**src/rtl/pcxrle_pkg.sv**
```systemverilog
// Shared types and constants for the PCX run-length line decoder.
// No dependencies; used by every module of the block.
package pcxrle_pkg;

  localparam int unsigned DIM_W   = 16;
  localparam int unsigned COL_W   = 17;
  localparam int unsigned RUN_W   = 6;
  localparam int unsigned BYTE_W  = 8;
  localparam int unsigned CFG_IDX_W = 2;

  localparam logic [BYTE_W-1:0] RUN_MARK = 8'hc0;
  localparam logic [RUN_W-1:0]  RUN_MASK = 6'h3f;

  localparam logic [DIM_W-1:0] IMAGE_WIDTH_RST  = 16'd256;
  localparam logic [DIM_W-1:0] IMAGE_HEIGHT_RST = 16'd256;
  localparam logic [DIM_W-1:0] LINE_STRIDE_RST  = 16'd256;

  localparam logic [CFG_IDX_W-1:0] REG_IMAGE_WIDTH  = 2'd0;
  localparam logic [CFG_IDX_W-1:0] REG_IMAGE_HEIGHT = 2'd1;
  localparam logic [CFG_IDX_W-1:0] REG_LINE_STRIDE  = 2'd2;

  typedef enum logic [1:0] {
    ST_IDLE = 2'b01,
    ST_RUN  = 2'b10
  } state_t;

  // controller -> datapath
  typedef struct packed {
    logic take;  // input request accepted this cycle
    logic step;  // one run pixel processed this cycle
  } cmd_t;

  // datapath -> controller
  typedef struct packed {
    logic out_free;    // output register can take a pixel this cycle
    logic starts_run;  // offered byte is a value byte with a non-zero run
    logic run_end;     // current run step is the final one
  } status_t;

endpackage

```
**src/rtl/pcxrle_ctrl.sv**
```systemverilog
// Controller for the PCX run-length line decoder: idle/run state machine.
// Depends on pcxrle_pkg.
module pcxrle_ctrl (
  input  logic                 clk,
  input  logic                 rst,
  input  logic                 in_valid,
  input  pcxrle_pkg::status_t  status,
  output logic                 in_stall,
  output pcxrle_pkg::cmd_t     cmd
);

  pcxrle_pkg::state_t state, state_next;

  always_comb begin
    in_stall = !((state == pcxrle_pkg::ST_IDLE) && status.out_free);
    cmd.take = (state == pcxrle_pkg::ST_IDLE) && status.out_free && in_valid;
    cmd.step = (state == pcxrle_pkg::ST_RUN) && status.out_free;
  end

  always_comb begin
    state_next = state;
    unique case (state)
      pcxrle_pkg::ST_IDLE: begin
        if (cmd.take && status.starts_run) state_next = pcxrle_pkg::ST_RUN;
      end
      pcxrle_pkg::ST_RUN: begin
        if (cmd.step && status.run_end) state_next = pcxrle_pkg::ST_IDLE;
      end
      default: state_next = pcxrle_pkg::ST_IDLE;
    endcase
  end

  always_ff @(posedge clk) begin
    if (rst) begin
      state <= pcxrle_pkg::ST_IDLE;
    end else begin
      state <= state_next;
    end
  end

  // input is never taken while a run is being expanded
  a_no_take_in_run: assert property (@(posedge clk) disable iff (rst)
    (state == pcxrle_pkg::ST_RUN) |-> !cmd.take)
    else $error("input taken during run");

  // a run that does not end keeps the machine in run
  a_run_holds: assert property (@(posedge clk) disable iff (rst)
    ((state == pcxrle_pkg::ST_RUN) && !(cmd.step && status.run_end))
      |=> (state == pcxrle_pkg::ST_RUN))
    else $error("run left early");

  // a value byte starting a run always enters run
  a_run_entry: assert property (@(posedge clk) disable iff (rst)
    (cmd.take && status.starts_run) |=> (state == pcxrle_pkg::ST_RUN))
    else $error("run not started");

endmodule

```
**src/rtl/pcxrle_datapath.sv**
```systemverilog
// Datapath for the PCX run-length line decoder: registers, counters,
// pixel position logic and output register. Depends on pcxrle_pkg.
module pcxrle_datapath (
  input  logic                 clk,
  input  logic                 rst,
  input  pcxrle_pkg::cmd_t     cmd,
  output pcxrle_pkg::status_t  status,
  input  logic [7:0]           data_byte,
  input  logic                 first,
  input  logic                 cfg_valid,
  input  logic [1:0]           cfg_index,
  input  logic [15:0]          cfg_data,
  output logic                 out_valid,
  input  logic                 out_stall,
  output logic [7:0]           pixel,
  output logic [15:0]          column,
  output logic [15:0]          row,
  output logic                 last
);

  logic [15:0] image_width, image_height, line_stride;
  logic        await_value;
  logic [5:0]  run_length;
  logic [16:0] column_count;
  logic [15:0] row_count;
  logic        image_done;
  logic [7:0]  run_value;
  logic [5:0]  remaining;

  // state as seen by the offered byte, after an optional clear
  logic        eff_await, eff_done;
  logic [5:0]  eff_run;
  logic [16:0] col_sel, col_inc, col_next;
  logic [15:0] row_sel, row_inc, row_next;
  logic        is_mark, pix_emit, line_end, done_set, last_run;
  logic        lit_take, pix_load;

  always_comb begin
    eff_await = first ? 1'b0 : await_value;
    eff_done  = first ? 1'b0 : image_done;
    eff_run   = first ? 6'd0 : run_length;
    col_sel   = cmd.step ? column_count : (first ? 17'd0 : column_count);
    row_sel   = cmd.step ? row_count : (first ? 16'd0 : row_count);
    is_mark   = (data_byte & pcxrle_pkg::RUN_MARK) == pcxrle_pkg::RUN_MARK;

    pix_emit  = col_sel < {1'b0, image_width};
    col_inc   = col_sel + 17'd1;
    line_end  = col_inc >= {1'b0, line_stride};
    row_inc   = row_sel + 16'd1;
    done_set  = line_end && ((row_inc >= image_height) || (row_inc == 16'd0));
    col_next  = line_end ? 17'd0 : col_inc;
    row_next  = line_end ? row_inc : row_sel;
    // emitted pixels of a run form a prefix, so the next one is dropped once
    // the column reaches the width
    last_run  = (remaining == 6'd1) || line_end || (col_inc >= {1'b0, image_width});

    lit_take  = cmd.take && !eff_done && !eff_await && !is_mark;
    pix_load  = (lit_take || cmd.step) && pix_emit;

    status.out_free   = !out_valid || !out_stall;
    status.starts_run = !eff_done && eff_await && (eff_run != 6'd0);
    status.run_end    = (remaining == 6'd1) || line_end;
  end

  always_ff @(posedge clk) begin
    if (rst) begin
      image_width  <= pcxrle_pkg::IMAGE_WIDTH_RST;
      image_height <= pcxrle_pkg::IMAGE_HEIGHT_RST;
      line_stride  <= pcxrle_pkg::LINE_STRIDE_RST;
      await_value  <= 1'b0;
      run_length   <= 6'd0;
      column_count <= 17'd0;
      row_count    <= 16'd0;
      image_done   <= 1'b0;
      remaining    <= 6'd0;
      out_valid    <= 1'b0;
    end else begin
      if (cfg_valid) begin
        unique case (cfg_index)
          pcxrle_pkg::REG_IMAGE_WIDTH:  image_width  <= cfg_data;
          pcxrle_pkg::REG_IMAGE_HEIGHT: image_height <= cfg_data;
          pcxrle_pkg::REG_LINE_STRIDE:  line_stride  <= cfg_data;
          default: ;
        endcase
      end

      if (cmd.take) begin
        if (first) begin
          await_value  <= 1'b0;
          run_length   <= 6'd0;
          column_count <= 17'd0;
          row_count    <= 16'd0;
          image_done   <= 1'b0;
        end
        if (!eff_done) begin
          if (eff_await) begin
            await_value <= 1'b0;
            run_length  <= 6'd0;
            remaining   <= eff_run;
          end else if (is_mark) begin
            await_value <= 1'b1;
            run_length  <= data_byte[5:0] & pcxrle_pkg::RUN_MASK;
          end else begin
            column_count <= col_next;
            row_count    <= row_next;
            image_done   <= done_set;
          end
        end
      end else if (cmd.step) begin
        column_count <= col_next;
        row_count    <= row_next;
        image_done   <= done_set;
        remaining    <= remaining - 6'd1;
      end

      if (pix_load) begin
        out_valid <= 1'b1;
      end else if (!out_stall) begin
        out_valid <= 1'b0;
      end
    end
  end

  // payload registers, no reset
  always_ff @(posedge clk) begin
    if (cmd.take && eff_await) begin
      run_value <= data_byte;
    end
    if (pix_load) begin
      pixel  <= cmd.step ? run_value : data_byte;
      column <= col_sel[15:0];
      row    <= row_sel;
      last   <= cmd.step ? last_run : 1'b1;
    end
  end

  a_step_has_count: assert property (@(posedge clk) disable iff (rst)
    cmd.step |-> (remaining != 6'd0))
    else $error("run step with empty count");

  a_take_step_excl: assert property (@(posedge clk) disable iff (rst)
    !(cmd.take && cmd.step))
    else $error("take and step together");

  a_done_silent: assert property (@(posedge clk) disable iff (rst)
    (cmd.take && image_done && !first) |-> !pix_load)
    else $error("pixel after image end");

  a_load_free: assert property (@(posedge clk) disable iff (rst)
    pix_load |-> status.out_free)
    else $error("output overwritten");

endmodule

```
**src/rtl/pcx_rle_line_decoder_top.sv**
```systemverilog
// PCX run-length line decoder, top level: ties controller and datapath.
// Depends on pcxrle_pkg, pcxrle_ctrl and pcxrle_datapath.
//
// Decodes the pixel data of an 8-bit PCX image, one encoded byte per
// request, starting after the 128-byte header. A byte with both top bits set
// holds a run count of 0 to 63 and the byte after it is the value to repeat;
// any other byte is one literal pixel. Pixels are delivered with their column
// and row, only while the column is below image_width; a line ends when the
// column reaches line_stride, so padding and the rest of an overrunning run
// are dropped. After image_height lines further bytes give nothing until a
// request with first set, which clears the counters before its byte is
// decoded. 'last' marks the final pixel caused by one input byte.
// Timing: literal and run count bytes are taken at one per cycle while the
// output is free. A value byte is taken and then expanded by the run state
// of the controller at one pixel position per cycle while the output is
// free, N positions for a run of N (dropped positions included, fewer if
// the line ends first); input is stalled meanwhile. Output stall holds both
// the pixel register and, through it, the input side.
// Configuration (index 0 image_width, 1 image_height, 2 line_stride; reset
// value 256 each) is always ready and is to be written only while idle.
module pcx_rle_line_decoder_top (
  input  logic        clk,
  input  logic        rst,
  // input bytes
  input  logic        in_valid,
  output logic        in_stall,
  input  logic [7:0]  data_byte,
  input  logic        first,
  // decoded pixels
  output logic        out_valid,
  input  logic        out_stall,
  output logic [7:0]  pixel,
  output logic [15:0] column,
  output logic [15:0] row,
  output logic        last,
  // configuration writes
  input  logic        cfg_valid,
  output logic        cfg_ready,
  input  logic [1:0]  cfg_index,
  input  logic [15:0] cfg_data
);

  pcxrle_pkg::cmd_t    cmd;
  pcxrle_pkg::status_t status;

  assign cfg_ready = 1'b1;

  pcxrle_ctrl u_ctrl (
    .clk      (clk),
    .rst      (rst),
    .in_valid (in_valid),
    .status   (status),
    .in_stall (in_stall),
    .cmd      (cmd)
  );

  pcxrle_datapath u_dp (
    .clk       (clk),
    .rst       (rst),
    .cmd       (cmd),
    .status    (status),
    .data_byte (data_byte),
    .first     (first),
    .cfg_valid (cfg_valid),
    .cfg_index (cfg_index),
    .cfg_data  (cfg_data),
    .out_valid (out_valid),
    .out_stall (out_stall),
    .pixel     (pixel),
    .column    (column),
    .row       (row),
    .last      (last)
  );

endmodule
```
**config.mk**
```make
export PLATFORM = sky130hd
export DESIGN_NAME = pcx_rle_line_decoder_top
export DESIGN_NICKNAME = d
export VERILOG_FILES = /design/src/rtl/pcxrle_pkg.sv /design/src/rtl/pcxrle_ctrl.sv /design/src/rtl/pcxrle_datapath.sv /design/src/rtl/pcx_rle_line_decoder_top.sv
export SDC_FILE = /design/constraint.sdc
export NUM_CORES = 1
export LEC_CHECK = 0
export BUFFER_PORTS_ARGS = -buffer_cell sky130_fd_sc_hd__buf_2
export CAP_MARGIN = 20
export CORE_ASPECT_RATIO = 1.5
export CORE_MARGIN = 1.5
export CORE_UTILIZATION = 39
export CTS_CLUSTER_SIZE = 20
export DETAILED_ROUTE_END_ITERATION = 10
export SKIP_LAST_GASP = 1
export SLEW_MARGIN = 20
export SYNTH_ARGS = -nofsm -noshare
export SYNTH_HDL_FRONTEND = slang
export SYNTH_SLANG_ARGS = --single-unit
```
**constraint.sdc**
```tcl
create_clock -name clk -period 6.6 [get_ports clk]
set_input_delay 0 -clock clk [delete_from_list [all_inputs] [get_ports clk]]
set_output_delay 0 -clock clk [all_outputs]
set_load 0.01 [all_outputs]
```
**Word level (Yosys, flattened, before mapping)**

Index checks and enable logic that the tools add are counted.

- Output and inout bits: 44
- Register bits: 147

- Add/subtract/negate cells: 3
- Equality and inequality tests: 11
- Order comparisons: 4
- Reduce and logical (&&, ||, !) cells: 33
- Muxes and demuxes: 40

Operators by type and width:

| operator | count |
|---|---|
| 2-to-1 mux 17 bit | 8 |
| 2-to-1 mux 16 bit | 8 |
| 2-to-1 mux 6 bit | 8 |
| greater-or-equal comparator 17 x 16 -> 1 bit | 2 |
| adder 17 x 1 -> 17 bit, second input constant | 1 |
| < comparator 17 x 16 -> 1 bit | 1 |
| adder 16 x 1 -> 16 bit, second input constant | 1 |
| greater-or-equal comparator 16 bit | 1 |
| logical NOT 16 bit | 1 |
| logical AND 1 bit | 13 |
| 2-to-1 mux 1 bit | 12 |
| 2-to-1 mux 8 bit | 1 |
| AND reduction 2 bit | 4 |
| == test 2 bit, second input constant | 3 |
| == test 6 x 1 -> 1 bit, second input constant | 1 |
| logical NOT 1 bit | 6 |
| != test 2 bit, second input constant | 3 |
| nonzero test 6 bit | 1 |
| subtractor 6 x 1 -> 6 bit, second input constant | 1 |
| logical OR 1 bit | 5 |
| == test 2 x 1 -> 1 bit, second input constant | 2 |
| 2-to-1 mux 2 bit | 2 |
| != test 2 x 1 -> 1 bit, second input constant | 2 |
| one-hot mux 2 bit (2 select lines) | 1 |
| other kinds (3) | 3 |

**Depth between registers and ports, before layout**

- Depth in word-level cells: 12
- Mapped depth: 21
- Mapped depth without buffers: 18

**Modules after synthesis**

From an unflattened synthesis, not the netlist that was laid out.

- Cells, all modules: 869
- Area, all modules: 7887.6 um^2

Modules (own cells, without submodules):

| module | times used | sequential area each (um^2) | area an instance (um^2) | cells an instance |
|---|---|---|---|---|
| pcxrle_datapath | 1 | 3393.3 | 7763.7 | 855 |
| pcxrle_ctrl | 1 | 40.0 | 112.6 | 12 |
| pcx_rle_line_decoder_top | 1 | 0.0 | 11.3 | 2 |

**Least setup slack after synthesis**

OpenSTA, ideal clock, no wires.

- Path type: register to register
- Start point: register u_dp.out_valid
- End point: register u_dp.column[0], enable pin
- Data arrival time: 4.167 ns
- Slack: 1.979 ns
- Stages on the path, launching flop included: 13
- Path through: dfxtp_1 and2_1 o21ai_4 buf_6 clkbuf_1 and2_1 ha_1 nor2b_1 o21a_1 o21ai_0 a211o_1 nand4b_1 a21oi_1

- Elaborated cells between the ends (all ways): 12
- Classes of those cells: order compare (1); mux (1); reduce/logical (10)

RTL lines:

| element | line | source |
|---|---|---|
| start: declaration | pcxrle_datapath.sv:13 | `output logic out_valid,` |
| start signal: assignment | pcxrle_datapath.sv:76 | `out_valid <= 1'b0;` |
| start signal: assignment | pcxrle_datapath.sv:117 | `out_valid <= 1'b1;` |
| start signal: assignment | pcxrle_datapath.sv:119 | `out_valid <= 1'b0;` |
| logical NOT 1 bit | pcxrle_datapath.sv:60 | `status.out_free = !out_valid \|\| !out_stall;` |
| logical OR 1 bit | pcxrle_datapath.sv:60 |  |
| logical AND 1 bit | pcxrle_ctrl.sv:17 | `cmd.step = (state == pcxrle_pkg::ST_RUN) && status.out_free;` |
| 2-to-1 mux 17 bit | pcxrle_datapath.sv:42 | `col_sel = cmd.step ? column_count : (first ? 17'd0 : column_count);` |
| via u_dp.col_sel[1] | pcxrle_datapath.sv:33 | `logic [16:0] col_sel, col_inc, col_next;` |
| < comparator 17 x 16 -> 1 bit | pcxrle_datapath.sv:46 | `pix_emit = col_sel < {1'b0, image_width};` |
| logical AND 1 bit | pcxrle_datapath.sv:58 | `pix_load = (lit_take \|\| cmd.step) && pix_emit;` |
| via u_dp.pix_load | pcxrle_datapath.sv:36 | `logic lit_take, pix_load;` |
| end signal: assignment | pcxrle_datapath.sv:131 | `column <= col_sel[15:0];` |
| end: declaration | pcxrle_datapath.sv:16 | `output logic [15:0] column,` |

The timed path passes the listed nets, and every way through them passes these cells.
A chain may end at the register's enable or synchronous reset.

**Worst setup path after layout**

- Start point: register u_ctrl.state[0]
- End point: register u_dp.column_count[8]

- Word-level cells in the longest chain between the ends: 10
- Elaborated cells between the ends (all ways): 15
- Classes of those cells: add/sub (1); order compare (1); eq/ne (2); mux (7); reduce/logical (4)

Ends and longest elaborated chain:

| element | line | source |
|---|---|---|
| start: declaration | pcxrle_ctrl.sv:12 | `pcxrle_pkg::state_t state, state_next;` |
| start signal: assignment | pcxrle_ctrl.sv:35 | `state <= pcxrle_pkg::ST_IDLE;` |
| start signal: assignment | pcxrle_ctrl.sv:37 | `state <= state_next;` |
| == test 2 bit (*) | pcxrle_ctrl.sv:17 |  |
| logical AND 1 bit (*) | pcxrle_ctrl.sv:17 |  |
| 2-to-1 mux 17 bit (*) | pcxrle_datapath.sv:42 |  |
| via u_dp.col_sel[0] | pcxrle_datapath.sv:33 |  |
| adder 17 x 1 -> 17 bit (*) | pcxrle_datapath.sv:47 | `col_inc = col_sel + 17'd1;` |
| greater-or-equal comparator 17 x 16 -> 1 bit | pcxrle_datapath.sv:48 | `line_end = col_inc >= {1'b0, line_stride};` |
| 2-to-1 mux 17 bit (*) | pcxrle_datapath.sv:51 | `col_next = line_end ? 17'd0 : col_inc;` |
| 2-to-1 mux 17 bit | pcxrle_datapath.sv:100 | `end else if (is_mark) begin` |
| 2-to-1 mux 17 bit | pcxrle_datapath.sv:96 | `if (eff_await) begin` |
| 2-to-1 mux 17 bit | pcxrle_datapath.sv:95 | `if (!eff_done) begin` |
| 2-to-1 mux 17 bit (*) | pcxrle_datapath.sv:87 | `if (cmd.take) begin` |
| end signal: assignment | pcxrle_datapath.sv:104 | `column_count <= col_next;` |
| end signal: assignment | pcxrle_datapath.sv:110 | `column_count <= col_next;` |
| end: declaration | pcxrle_datapath.sv:24 | `logic [16:0] column_count;` |

Mark *: on every way through the listed nets, which the timed path passes. The rest lies on a longest branch. The select of a mux whose other input is x is not followed.

==> flow_metrics.py <==
metrics = {
    "setup_path": {
        "end_kind": "flip-flop",
        "r2r_end": "u_dp.column_count[8]",
        "arrival_ns": 5.20,
        "crit_type": "flip-flop to flip-flop",
        "reg2regPathDepth": 18,
        "regToRegSetupSlack_ns": 1.78,
        "worstSetupStartpointType": "flip-flop",
        "r2r-start": "u_ctrl.state[0]",
        "crit_fanout": 11,
        "cp.required_ns": 6.98,
    },
    "timing": {
        "skew_ns": 0.00773,
        "setup_viol_count_final": 0,
        "finalCritPeriodShare_pct": 73.1,
        "rsz0062_at_grt": "false",
        "max_clock_freq_mhz": 207,
        "drv_slew": 0,
        "tightest_slew_ns": 0.876,
        "hold_viol": 0,
        "slew_headroom_pct": 41.6,
        "fin_crit_ns": 4.82,
        "holdWs_ns": 0.0438,
        "setup_tns_ns": 0,
    },
    "drt": {
        "drt_iter0_drc": 364,
        "drt-total-wl_mm": 21.5,
        "ant_nets": 0,
        "routedWlPerCell_um": 17.0,
        "vias": 6739,
        "viasPerCell": 5.33,
        "drc": 0,
        "first_pass_iters": 5,
    },
    "finish": {
        "seq_area_um2": 3430,
        "final_core_util_pct": 46.7,
        "multiInputGateArea_um2": 4190,
        "antenna_cells": 0,
        "area_growth_syn_to_layout_pct": 17.8,
        "nNetsFinal": 1088,
        "fillers": 2098,
        "final_layout_size_suffix_gt1_share_pct": 14.0,
        "fin_cells": 1264,
    },
    "logic_synthesis": {
        "seq_area_frac_synth_pct": 42.6,
        "synth_flop_cell": "dfxtp_1",
        "ys_ff_latch": 147,
        "syn-num-nets": 1002,
        "synthDistinctLibCells": 75,
        "yosysTopAreaCellShare_pct": 24.4,
        "synth_edf_count": 49,
        "netlist_top_cells_area": "dfxtp_1, edfxtp_1, ha_1, nand2_1, a21oi_1",
        "yosysMostFrequentCell": "nand2_1",
        "async_reset_ff_share_pct": 0,
        "synthCells": 901,
        "syn_area_um2": 8050,
        "synth_warnings": 0,
        "synth_common_cells": "nand2_1, dfxtp_1, a21oi_1, ha_1, inv_1",
        "synth_top_area_cell": "dfxtp_1",
        "syn_avg_cell_area_um2": 8.94,
    },
    "cts": {
        "cts_tree": "done",
        "clk_latency_ns": 0.44,
        "clockBufferDepth": 2,
        "clkTransAtPathRegs_ns": 0.06,
        "clock_sinks": 147,
        "clock-root-buffer": "clkbuf_16",
        "cts.htree.levels": 4,
        "cts_buffers": 17,
        "cts_resized": 0,
    },
    "floorplanning": {
        "start_util_pct": 39.6,
        "die_w_um": 120,
        "die_h_um": 179,
        "rows": 64,
        "ios": 76,
        "core-area_um2": 20300,
        "die-area_um2": 21500,
    },
    "global_routing": {
        "grt_pass1_wl_mm": 33.7,
        "met1_usage_pct": 22.5,
        "track_usage_pct": 20.6,
        "grt_max_degree": 79,
        "gr-total-overflow": 0,
        "use_met2_pct": 37.5,
        "use_met3_pct": 3.66,
        "grt_pass1_vias": 6424,
        "antenna_found_initial": 0,
        "grt_most_used_layer": "met2",
    },
    "placed_design": {
        "place_inst": 1205,
        "port_buffers": 74,
        "gp_congestion": 0.881,
        "place_hpwl_mm": 16.2,
    },
    "worst_hold_path": {
        "holdCritPathClass": "primary input to flip-flop",
        "worstHoldEndpoint": "u_dp.out_valid",
        "hold_path_startpoint": "out_stall",
        "min_path_cells": 3,
    },
    "power": {
        "leakagePower_uw": 0.00388,
        "peakVddDrop_mv": 0.165,
        "p_per_area_nw_per_um2": 227,
    },
    "run": {
        "drv_cap": 0,
    },
    "run_status": {
        "status": "completed",
    },
}
[layout by cell type (no fill, tap or decap), types with 7 or more instances in the layout]
cell	netlist	final
nor2b_1	7	7
nor2_1	61	61
nand2b_1	7	7
edfxtp_1	49	49
inv_1	63	63
dlygate4sd3_1	0	26
xnor2_1	17	17
o21ai_0	15	15
o211ai_1	8	8
dfxtp_1	98	98
clkbuf_16	0	17
nand3_1	27	27
a22o_1	14	14
and2_1	26	26
buf_2	6	74
nor3_1	12	12
a32oi_1	7	7
a21o_1	11	11
a21oi_1	75	74
ha_1	69	69
nand2_1	157	157
a31oi_1	10	10
nand4_1	17	17
a22oi_1	7	7
xor2_1	10	10
[state kept, by name (all words and copies together), names as in the netlist]
register	cells
u_dp.run_length	6
u_dp.image_done	1
u_ctrl.state	2
u_dp.last	1
u_dp.out_valid	1
u_dp.run_value	8
u_dp.remaining	6
u_dp.column_count	17
u_dp.line_stride	16
u_dp.await_value	1
u_dp.pixel	8
u_dp.row	16
u_dp.row_count	16
u_dp.column	16
u_dp.image_width	16
u_dp.image_height	16
[worst max-delay path by stage]
stage,startpoint,to,slack [ns],cells after the start
2_1_floorplan,u_dp.out_valid,u_dp.column[0],1.98,12
3_3_place_gp,u_ctrl.state[0],u_dp.column_count[8],2.00,18
3_5_place_dp,u_ctrl.state[0],u_dp.column_count[7],1.85,18
4_1_cts,u_ctrl.state[0],u_dp.column_count[0],1.81,18
5_1_grt,u_dp.out_valid,u_dp.column_count[1],1.36,18
6_report,u_ctrl.state[0],u_dp.column_count[8],1.78,18
[report_power, final]
part / leakage (uW) / internal [uW] / switching (uW)
sequential: 0.00129 / 961 / 10.5
clock: 0.000277 / 602 / 394
combinational: 0.00231 / 66.8 / 118
total: 0.00388 / 1630 / 523
[final cells by class]
type / count / share of cell area (%)
Multi-Input combinational cell: 651 / 44.1
Sequential cell: 147 / 36.2
Timing Repair Buffer: 106 / 7.33
Clock buffer: 19 / 4.67
Tap cell: 264 / 3.48
Inverter: 64 / 2.53
Clock inverter: 13 / 1.66
[critical path, cell delays in order (launching register included)]
cell and delay, ns:
dfxtp_1 0.31, nand2b_1 0.21, o21ai_4 0.25, nand2_1 0.13
inv_1 0.14, ha_1 0.23, nand4_1 0.19, nor2_1 0.23
nand2_1 0.11, or3_1 0.41, xnor2_1 0.30, ha_1 0.31
nand4_1 0.15, nor3_1 0.09, a21oi_1 0.26, nand3b_4 0.12
or2_1 0.40, nor2_1 0.69, a22o_1 0.24
[stage by stage]
step | instance area, um^2 | setup WS (ns) | power (uW)
final | 9490 | 1.78 | 2150
after global routing | 9490 | 1.36 | 2230
after CTS | 9460 | 1.81 | 2170
after detailed placement | 8600 | 1.85 | 1160
after global placement | 8600 | 2.00 | 1160
after floorplan | 8050 | 1.98 | 1100
[cells by family (layout without fill, tap and decap cells)]
| logic type | count (synthesis) | count (layout) | share of synthesized area, % |
|---|---|---|---|
| simple gates | 360 | 360 | 21.8 |
| compound gates | 191 | 191 | 15.9 |
| flops | 147 | 147 | 42.6 |
| buf+inv | 103 | 202 | 5.55 |
| fa+ha+maj | 69 | 69 | 10.7 |
| xor+xnor | 28 | 28 | 3.14 |
| mux | 2 | 2 | 0.264 |
| other cells | 1 | 1 | 0.0466 |
[layer usage]
| layer | routed length, um | vias up |
|---|---|---|
| met5 | 0 | - |
| met4 | 1040 | 0 |
| met3 | 791 | 52 |
| met2 | 11200 | 168 |
| met1 | 8530 | 3181 |
| li1 | - | 3338 |
[timing repair]
item / in CTS / in global routing
setup buffers: 0 / 0
endpoints found under the hold margin: 70 / 0
hold buffers: 26 / 0
Note: power is estimated with default switching activity, not from simulation.
